<file path="config.mk">
export PLATFORM = sky130hd
export DESIGN_NAME = bc1_block_decoder
export DESIGN_NICKNAME = d
export VERILOG_FILES = /design/src/hdl/bc1_pkg.sv /design/src/hdl/bc1_place.sv /design/src/hdl/bc1_palette.sv /design/src/hdl/bc1_block_decoder.sv
export SDC_FILE = /design/constraint.sdc
export NUM_CORES = 2
export LEC_CHECK = 0
export BUFFER_PORTS_ARGS = -buffer_cell sky130_fd_sc_hd__buf_4
export CAP_MARGIN = 20
export CORE_MARGIN = 4
export CORE_UTILIZATION = 69
export DETAILED_ROUTE_END_ITERATION = 6
export HOLD_SLACK_MARGIN = 0.12
export PLACE_DENSITY = 0.9
export SLEW_MARGIN = 20
export SYNTH_ARGS = -nofsm -noshare
export SYNTH_HDL_FRONTEND = slang
export SYNTH_SLANG_ARGS = --single-unit
</file>
<file path="constraint.sdc">
create_clock -name clock -period 16.6 [get_ports clock]
set_input_delay 3.32 -clock clock [delete_from_list [all_inputs] [get_ports clock]]
set_output_delay 3.32 -clock clock [all_outputs]
set_load 0.02 [all_outputs]
</file>
<file path="src/hdl/bc1_pkg.sv">
`timescale 1ns / 1ps
// ----------------------------------------------------------------------------
// BC1 decoder package
// Shared types, register indexes and the constant arithmetic helpers used to
// expand RGB565 endpoints and to build the interpolated palette entries.
// ----------------------------------------------------------------------------
package bc1_pkg;

   localparam int DimWidth   = 15;   // width of the size registers
   localparam int CountWidth = 12;   // block column and line counters
   localparam int PosWidth   = 14;   // output pixel positions

   typedef enum logic {
      REG_IMAGE_WIDTH  = 1'b0,
      REG_IMAGE_HEIGHT = 1'b1
   } reg_index_type;

   localparam logic [7:0] OpaqueAlpha = 8'hFF;

   // floor(v / 31) for v <= 31*255, floor(v / 63) for v <= 63*255,
   // floor(s / 3) for s <= 765: multiply by a rounded-up reciprocal
   localparam logic [31:0] Recip31 = 32'd8457;    // 2^18 / 31, rounded up
   localparam logic [31:0] Recip63 = 32'd16645;   // 2^20 / 63, rounded up
   localparam logic [19:0] Recip3  = 20'd683;     // 2^11 / 3, rounded up

   typedef struct packed {
      logic [7:0] red_a;
      logic [7:0] green_a;
      logic [7:0] blue_a;
      logic [7:0] red_b;
      logic [7:0] green_b;
      logic [7:0] blue_b;
   } chan_type;

   typedef logic [3:0][31:0] palette_type;

   typedef struct packed {
      logic [PosWidth-1:0] first_column;
      logic [PosWidth-1:0] row_base;
      logic [3:0]          mask;
      logic [1:0]          last_row;
      logic                last_block;
   } place_type;

   // c * 255 / 31, truncated
   function automatic logic [7:0] expand5(input logic [4:0] c);
      logic [12:0] v;
      logic [31:0] p;
      v = {c, 8'd0} - 13'(c);
      p = 32'(v) * Recip31;
      return p[25:18];
   endfunction

   // c * 255 / 63, truncated
   function automatic logic [7:0] expand6(input logic [5:0] c);
      logic [13:0] v;
      logic [31:0] p;
      v = {c, 8'd0} - 14'(c);
      p = 32'(v) * Recip63;
      return p[27:20];
   endfunction

   // s / 3, truncated, for sums of three 8-bit channels
   function automatic logic [7:0] third(input logic [9:0] s);
      logic [19:0] p;
      p = 20'(s) * Recip3;
      return p[18:11];
   endfunction

endpackage

</file>
<file path="src/hdl/bc1_place.sv">
`timescale 1ns / 1ps
// ----------------------------------------------------------------------------
// BC1 block placement
// Holds the block column and line counters, clamps the image size, places
// the current block and works out its column mask, row count and end flags.
// ----------------------------------------------------------------------------
module bc1_place #(
   parameter int MAX_IMAGE_SIZE = 16384
) (
   input  logic                             clock,
   input  logic                             reset,
   input  logic                             advance,
   input  logic [bc1_pkg::DimWidth-1:0]     image_width,
   input  logic [bc1_pkg::DimWidth-1:0]     image_height,
   output bc1_pkg::place_type               place
);

   localparam logic [16:0] MaxDim = 17'(MAX_IMAGE_SIZE);

   logic [bc1_pkg::CountWidth-1:0] column_ff, column_in;
   logic [bc1_pkg::CountWidth-1:0] line_ff, line_in;

   logic [bc1_pkg::DimWidth-1:0]   w, h;
   logic [15:0]                    w_sum, h_sum;
   logic [13:0]                    bxs, bys;
   logic [bc1_pkg::CountWidth-1:0] bx, by, line_t;
   logic [bc1_pkg::CountWidth:0]   bx_next, by_next;
   logic [bc1_pkg::PosWidth-1:0]   col0, row0;
   logic [3:0]                     mask, row_ok;

   always_comb begin
      // clamp the sizes to 1 .. MAX_IMAGE_SIZE
      if (image_width == '0) w = bc1_pkg::DimWidth'(1);
      else if ({2'b00, image_width} > MaxDim) w = MaxDim[bc1_pkg::DimWidth-1:0];
      else w = image_width;
      if (image_height == '0) h = bc1_pkg::DimWidth'(1);
      else if ({2'b00, image_height} > MaxDim) h = MaxDim[bc1_pkg::DimWidth-1:0];
      else h = image_height;

      w_sum = {1'b0, w} + 16'd3;
      h_sum = {1'b0, h} + 16'd3;
      bxs   = w_sum[15:2];
      bys   = h_sum[15:2];

      // move a counter that lies beyond the image back inside it
      if ({2'b00, column_ff} >= bxs) begin
         bx     = '0;
         line_t = line_ff + 12'd1;
      end else begin
         bx     = column_ff;
         line_t = line_ff;
      end
      by = ({2'b00, line_t} >= bys) ? '0 : line_t;

      bx_next = {1'b0, bx} + 13'd1;
      by_next = {1'b0, by} + 13'd1;
      col0    = {bx, 2'b00};
      row0    = {by, 2'b00};

      for (int x = 0; x < 4; x++) begin
         mask[x]   = ({1'b0, col0} + 15'(x)) < w;
         row_ok[x] = ({1'b0, row0} + 15'(x)) < h;
      end

      place.first_column = col0;
      place.row_base     = row0;
      place.mask         = mask;
      if (row_ok[3])      place.last_row = 2'd3;
      else if (row_ok[2]) place.last_row = 2'd2;
      else if (row_ok[1]) place.last_row = 2'd1;
      else                place.last_row = 2'd0;
      place.last_block = ({1'b0, bx_next} == bxs) && ({1'b0, by_next} == bys);

      // step to the next block, wrapping at the line and at the image end
      if ({1'b0, bx_next} >= bxs) begin
         column_in = '0;
         line_in   = ({1'b0, by_next} >= bys) ? '0 : by_next[bc1_pkg::CountWidth-1:0];
      end else begin
         column_in = bx_next[bc1_pkg::CountWidth-1:0];
         line_in   = by;
      end
   end

   always_ff @(posedge clock) begin
      if (reset) begin
         column_ff <= '0;
         line_ff   <= '0;
      end else if (advance) begin
         column_ff <= column_in;
         line_ff   <= line_in;
      end
   end

endmodule

</file>
<file path="src/hdl/bc1_palette.sv">
`timescale 1ns / 1ps
// ----------------------------------------------------------------------------
// BC1 palette builder
// Builds the four RGBA palette entries of a block from its expanded
// endpoint channels: two thirds interpolants, or midpoint and transparent.
// ----------------------------------------------------------------------------
module bc1_palette (
   input  bc1_pkg::chan_type     chan,
   input  logic                  four_color,
   output bc1_pkg::palette_type  palette
);

   logic [7:0] red_2, green_2, blue_2, red_3, green_3, blue_3;
   logic [8:0] red_mid, green_mid, blue_mid;

   always_comb begin
      red_mid   = {1'b0, chan.red_a}   + {1'b0, chan.red_b};
      green_mid = {1'b0, chan.green_a} + {1'b0, chan.green_b};
      blue_mid  = {1'b0, chan.blue_a}  + {1'b0, chan.blue_b};

      if (four_color) begin
         red_2   = bc1_pkg::third({1'b0, chan.red_a, 1'b0}   + {2'b00, chan.red_b});
         green_2 = bc1_pkg::third({1'b0, chan.green_a, 1'b0} + {2'b00, chan.green_b});
         blue_2  = bc1_pkg::third({1'b0, chan.blue_a, 1'b0}  + {2'b00, chan.blue_b});
         red_3   = bc1_pkg::third({2'b00, chan.red_a}   + {1'b0, chan.red_b, 1'b0});
         green_3 = bc1_pkg::third({2'b00, chan.green_a} + {1'b0, chan.green_b, 1'b0});
         blue_3  = bc1_pkg::third({2'b00, chan.blue_a}  + {1'b0, chan.blue_b, 1'b0});
      end else begin
         red_2   = red_mid[8:1];
         green_2 = green_mid[8:1];
         blue_2  = blue_mid[8:1];
         red_3   = '0;
         green_3 = '0;
         blue_3  = '0;
      end

      palette[0] = {bc1_pkg::OpaqueAlpha, chan.blue_a, chan.green_a, chan.red_a};
      palette[1] = {bc1_pkg::OpaqueAlpha, chan.blue_b, chan.green_b, chan.red_b};
      palette[2] = {bc1_pkg::OpaqueAlpha, blue_2, green_2, red_2};
      // transparent black in three-colour mode
      palette[3] = four_color ? {bc1_pkg::OpaqueAlpha, blue_3, green_3, red_3} : '0;
   end

endmodule

</file>
<file path="src/hdl/bc1_block_decoder.sv">
`timescale 1ns / 1ps
// ----------------------------------------------------------------------------
// BC1 block decoder
// Decodes 8-byte BC1 blocks arriving in raster block order into rows of
// four RGBA pixels, masked at the image width and cut at the image height.
//
//   channel  dir  beat
//   req_     in   one BC1 block: endpoints and sixteen 2-bit indices
//   rsp_     out  one pixel row of a block, tlast on its last row,
//                 tuser on the last row of the image
//   csr_     in   one register write: index 0 width, 1 height
//
// A block emits its 1 to 4 rows through the row sequencer, which moves one
// row a cycle into the output register while rsp_ does not stall. A block
// taken is loaded into the row stage and its rows pass from there to the
// output register; the next block is taken in the cycle that moves the last
// row. Reset clears the counters, sets both sizes to 1 and empties the row
// stage and output register. A stall on rsp_ holds the output register and
// the row stage; the next block enters as the last row of the current one
// moves on, and then waits in the row stage while that row is held.
// ----------------------------------------------------------------------------
module bc1_block_decoder #(
   parameter int MAX_IMAGE_SIZE = 16384
) (
   input  logic                            clock,
   input  logic                            reset,
   // block in
   input  logic                            req_tvalid,
   output logic                            req_tready,
   input  logic [63:0]                     req_tdata,   // endpoint_a, endpoint_b, index_bits
   // pixel rows out
   output logic                            rsp_tvalid,
   input  logic                            rsp_tready,
   output logic [159:0]                    rsp_tdata,   // pixel_row, first_column,
                                                        // valid_mask, pixel_zero,
                                                        // pixel_one, pixel_two,
                                                        // pixel_three
   output logic                            rsp_tlast,   // block_end
   output logic                            rsp_tuser,   // image_end
   // register writes
   input  logic                            csr_valid,
   output logic                            csr_ready,
   input  logic                            csr_index,
   input  logic [bc1_pkg::DimWidth-1:0]    csr_data
);

   // size registers
   logic [bc1_pkg::DimWidth-1:0] width_ff, height_ff;

   // row stage: the block being emitted
   logic                 hold_valid_ff, hold_valid_in;
   logic [1:0]           row_ff, row_in;
   bc1_pkg::place_type   place_ff;
   bc1_pkg::chan_type    chan_ff;
   logic                 four_color_ff;
   logic [31:0]          index_ff;

   // output register
   logic                 rsp_valid_ff, rsp_valid_in;
   logic [159:0]         rsp_data_ff, rsp_data_in;
   logic                 rsp_last_ff, rsp_last_in;
   logic                 rsp_user_ff, rsp_user_in;

   bc1_pkg::place_type   place;
   bc1_pkg::chan_type    chan_in;
   bc1_pkg::palette_type palette;

   logic [15:0]          endpoint_a, endpoint_b;
   logic                 out_free, emit, last_emit, accept;
   logic [7:0]           row_index;
   logic [3:0][31:0]     pixel;

   // take every register write at once
   assign csr_ready = 1'b1;

   always_ff @(posedge clock) begin
      if (reset) begin
         width_ff  <= bc1_pkg::DimWidth'(1);
         height_ff <= bc1_pkg::DimWidth'(1);
      end else if (csr_valid) begin
         case (bc1_pkg::reg_index_type'(csr_index))
            bc1_pkg::REG_IMAGE_WIDTH:  width_ff  <= csr_data;
            bc1_pkg::REG_IMAGE_HEIGHT: height_ff <= csr_data;
            default: ;
         endcase
      end
   end

   // place the incoming block; advance the counters on each block taken
   bc1_place #(
      .MAX_IMAGE_SIZE (MAX_IMAGE_SIZE)
   ) u_place (
      .clock        (clock),
      .reset        (reset),
      .advance      (accept),
      .image_width  (width_ff),
      .image_height (height_ff),
      .place        (place)
   );

   // expand the endpoints on the way in
   assign endpoint_a = req_tdata[15:0];
   assign endpoint_b = req_tdata[31:16];

   always_comb begin
      chan_in.red_a   = bc1_pkg::expand5(endpoint_a[15:11]);
      chan_in.green_a = bc1_pkg::expand6(endpoint_a[10:5]);
      chan_in.blue_a  = bc1_pkg::expand5(endpoint_a[4:0]);
      chan_in.red_b   = bc1_pkg::expand5(endpoint_b[15:11]);
      chan_in.green_b = bc1_pkg::expand6(endpoint_b[10:5]);
      chan_in.blue_b  = bc1_pkg::expand5(endpoint_b[4:0]);
   end

   // handshake: emit a row whenever the output register can take it;
   // take a new block once the current one moves its last row
   assign out_free   = !rsp_valid_ff || rsp_tready;
   assign emit       = hold_valid_ff && out_free;
   assign last_emit  = emit && (row_ff == place_ff.last_row);
   assign req_tready = !hold_valid_ff || last_emit;
   assign accept     = req_tvalid && req_tready;

   always_comb begin
      hold_valid_in = hold_valid_ff;
      row_in        = row_ff;
      if (accept) begin
         hold_valid_in = 1'b1;
         row_in        = '0;
      end else if (last_emit) begin
         hold_valid_in = 1'b0;
      end else if (emit) begin
         row_in = row_ff + 2'd1;
      end
   end

   bc1_palette u_palette (
      .chan       (chan_ff),
      .four_color (four_color_ff),
      .palette    (palette)
   );

   // pick the four pixels of the current row; drop those beyond the width
   assign row_index = index_ff[{row_ff, 3'b000} +: 8];

   always_comb begin
      for (int x = 0; x < 4; x++) begin
         pixel[x] = place_ff.mask[x] ? palette[row_index[2*x +: 2]] : '0;
      end
      rsp_data_in = {pixel[3], pixel[2], pixel[1], pixel[0], place_ff.mask,
                     place_ff.first_column, place_ff.row_base[13:2], row_ff};
      rsp_last_in = row_ff == place_ff.last_row;
      rsp_user_in = rsp_last_in && place_ff.last_block;
      if (emit) rsp_valid_in = 1'b1;
      else if (rsp_tready) rsp_valid_in = 1'b0;
      else rsp_valid_in = rsp_valid_ff;
   end

   always_ff @(posedge clock) begin
      if (reset) begin
         hold_valid_ff <= 1'b0;
         row_ff        <= '0;
         rsp_valid_ff  <= 1'b0;
      end else begin
         hold_valid_ff <= hold_valid_in;
         row_ff        <= row_in;
         rsp_valid_ff  <= rsp_valid_in;
      end
   end

   // payload: load a block on accept, a row on emit
   always_ff @(posedge clock) begin
      if (accept) begin
         place_ff      <= place;
         chan_ff       <= chan_in;
         four_color_ff <= endpoint_a > endpoint_b;
         index_ff      <= req_tdata[63:32];
      end
      if (emit) begin
         rsp_data_ff <= rsp_data_in;
         rsp_last_ff <= rsp_last_in;
         rsp_user_ff <= rsp_user_in;
      end
   end

   assign rsp_tvalid = rsp_valid_ff;
   assign rsp_tdata  = rsp_data_ff;
   assign rsp_tlast  = rsp_last_ff;
   assign rsp_tuser  = rsp_user_ff;

endmodule

</file>
==> results.json <==
{
  "worstMarginPinSlew_ps": 1190,
  "design.final.nets": 5294,
  "failed_checks": "DRC",
  "cts_hold_buf": 0,
  "grt_first_pass_wirelength_um": 169000,
  "final-max-slew-violation-count": 0,
  "detailedPlacementHpwl_um": 82800,
  "cts.htree.levels": 2,
  "seq_area_frac_synth_pct": 22.2,
  "relSlewSlack_pct": 20.7,
  "max-cap-violations": 0,
  "initial_utilization_pct": 69.5,
  "rsz0062_at_grt": "false",
  "ys_ff_latch": 302,
  "cts.clk_slew.worst_paths_ps": 70,
  "rows": 86,
  "synth.distinct_cells": 93,
  "antenna-diode-count": 0,
  "timing_hold_violations_final": 0,
  "path_max_fanout": 26,
  "synth_edf_count": 244,
  "critical_path.slowest_cell": "a21oi_1",
  "worstSetupPathType": "flop to flop",
  "primary_ff_master_synth": "edfxtp_1",
  "num-fill-cells": 3426,
  "vias": 32200,
  "clock_tree_from_tritoncts": "yes",
  "launching_element_type_of_the_critical_path": "flop",
  "max_stage_delay_ps": 900,
  "drive_gt1_share_pct": 9.97,
  "final_setup_violation_count": 0,
  "io_pins": 250,
  "design.core.area_mm2": 0.0550,
  "finalWirelength_um": 107000,
  "remaining_drc_errors": 97,
  "synth_cells": 3953,
  "grt.overflow.total": 0,
  "max_clock_freq_ghz": 0.0984,
  "grt_max_degree": 77,
  "clock_latency_reported_for_the_late_side_of_the_worst_skew_pair_ps": 590,
  "vias_per_cell": 6.56,
  "clock-root-buffer": "clkbuf_16",
  "drtIter0Drc": 4039,
  "grt_pass1_vias": 32400,
  "synth_warnings": 0,
  "register_area_mm2": 0.00849,
  "dieWidth_um": 243,
  "cts_buffer_depth": 3,
  "post_cts.repair.setup_buffers": 0,
  "design.die.area_mm2": 0.0592,
  "crit_arrival_ps": 10680,
  "timing.final.crit_period_ps": 10160,
  "firstDrtPassIters": 7,
  "grt_antenna_before_repair": 1,
  "routed_length_per_instance_um": 21.8,
  "period_share_pct": 61.2,
  "clock-skew-final_ps": 53.7,
  "synthToLayoutAreaGrowth_pct": 9.45,
  "die_y_um": 243,
  "r2r_setup_slack_ps": 6440,
  "cts.sink_count": 302,
  "synth.avg_cell_area_um2": 9.67,
  "async_reset_ff_share_pct": 0,
  "most_used_cell_cp": "ha_1",
  "cts_repair_resize_count": 0,
  "holdCritPathClass": "flop to flop",
  "ant_nets": 0,
  "grtUsageTotal_pct": 35.2,
  "place.gp.congestion": 0.980,
  "port_buffers": 246,
  "setup_total_negative_slack_ps": 0,
  "synthesis.area_mm2": 0.0382,
  "multi_input_comb_area_mm2": 0.0276,
  "cp.required_ps": 17110,
  "worst_hold_slack_ps": 419,
  "cts-buffers-inserted": 36,
  "worst_setup_path_end_kind": "flop",
  "outcome": "complete, but fails checks"
}
==> stage by stage <==
step                util, %  instances  setup WS (ps)  cell area (um^2)
floorplan                 -       3954           7950             38200
global route           76.1       4909           5620             41800
finish                 76.1       4909           6440             41800
global placement       74.0       4844           6980             40700
detailed placement     74.0       4844           6690             40700
CTS                    76.1       4909           6610             41800
==> layer usage <==
metal	GRT usage [%]	routed length, um	vias to the layer above
met4	18.0	6880	4
met2	57.7	49100	1850
met3	8.46	11200	566
li1	-	-	14700
met5	0	52	-
met1	43.4	40000	15100
==> path summary, 6_finish.rpt <==
check / end / depth (start not counted) / start
hold reg to reg: rsp_tdata[11]$_DFFE_PP_ / 0 / place_ff[18]$_DFFE_PP_
setup / recovery: u_place.line_ff[9]$_SDFFE_PP0P_ / 34 / width_ff[14]$_SDFFE_PP0P_
setup reg to reg: u_place.line_ff[9]$_SDFFE_PP0P_ / 34 / width_ff[14]$_SDFFE_PP0P_
hold / removal: rsp_tdata[11]$_DFFE_PP_ / 0 / place_ff[18]$_DFFE_PP_
==> logic make-up after synthesis <==
| kind of cell | share of synthesized area [%] |
|---|---|
| adder cells (fa/ha/maj) | 38.8 |
| AND/OR/NAND/NOR | 12.0 |
| AO/OA/AOI/OAI | 14.3 |
| buffers and inverters | 5.71 |
| flip-flops | 22.2 |
| XOR/XNOR | 4.63 |
| multiplexers | 2.34 |
| other | 0.0196 |
==> sequential cells by signal, indices dropped and copies added (netlist names), 2 cells and up <==
| name | count |
|---|---|
| rsp_tdata | 130 |
| chan_ff | 48 |
| index_ff | 32 |
| place_ff | 31 |
| height_ff | 15 |
| width_ff | 15 |
| u_place.column_ff | 12 |
| u_place.line_ff | 12 |
| row_ff | 2 |
==> synth_stat cells (16+ instances only) <==
| library cell | count | area (um^2) |
|---|---|---|
| or3_1 | 16 | 100 |
| inv_1 | 404 | 1520 |
| dfxtp_1 | 58 | 1160 |
| and3_1 | 47 | 294 |
| buf_4 | 33 | 248 |
| nor3_1 | 75 | 375 |
| o21bai_1 | 25 | 188 |
| o211ai_1 | 36 | 270 |
| nand2b_1 | 49 | 307 |
| xnor2_1 | 148 | 1300 |
| clkbuf_1 | 87 | 327 |
| a211oi_1 | 46 | 345 |
| xor2_1 | 54 | 473 |
| a21o_1 | 63 | 473 |
| nand4_1 | 40 | 250 |
| nor2_1 | 236 | 886 |
| a21oi_1 | 215 | 1080 |
| ha_1 | 890 | 11100 |
| o21ai_0 | 138 | 691 |
| mux4_2 | 17 | 383 |
| edfxtp_1 | 244 | 7330 |
| nand2_1 | 264 | 991 |
| and2_1 | 54 | 338 |
| mux2i_1 | 33 | 330 |
| fa_1 | 185 | 3700 |
| a311oi_1 | 17 | 149 |
| nor2b_1 | 25 | 156 |
| nor4_1 | 16 | 100 |
| o21a_1 | 40 | 300 |
| a31oi_1 | 28 | 175 |
| nand3_1 | 79 | 395 |
==> final cells by class <==
type,count,share of cell area (%)
multi-input cells,3104,66.0
flip-flops and latches,302,20.3
repair buffers,279,5.01
inverters,411,3.69
clock buffers,43,2.24
well taps,748,2.24
clock inverters,22,0.493
==> critical path, delay by kind of cell, from the launching register on <==
kind,cells,cell delay [ps]
AOI/OAI and AO/OA,8,3660
and+or+nand+nor,16,3280
adders and majority gates,4,1340
muxes,2,630
DFF,1,530
buffers and inverters,2,350
xor gates and xnor gates,2,320
==> cell usage in the layout (no fill, tap or decap), types with 13 or more instances in the layout <==
master / n
a211oi_1: 46
a21boi_0: 13
a21o_1: 63
a21oi_1: 215
a221oi_1: 13
a311oi_1: 17
a31o_2: 13
a31oi_1: 28
and2_1: 53
and3_1: 47
buf_4: 279
clkbuf_16: 36
dfxtp_1: 58
edfxtp_1: 244
fa_1: 185
ha_1: 890
inv_1: 404
mux2_2: 13
mux2i_1: 33
mux4_2: 17
nand2_1: 264
nand2b_1: 49
nand3_1: 79
nand4_1: 40
nor2_1: 236
nor2b_1: 25
nor3_1: 75
nor4_1: 16
o211ai_1: 36
o21a_1: 40
o21ai_0: 137
o21bai_1: 25
or3_1: 16
xnor2_1: 148
xor2_1: 54
Power is not shown: default switching activity piles up to over one toggle a cycle in this logic, so the estimate is an artifact.
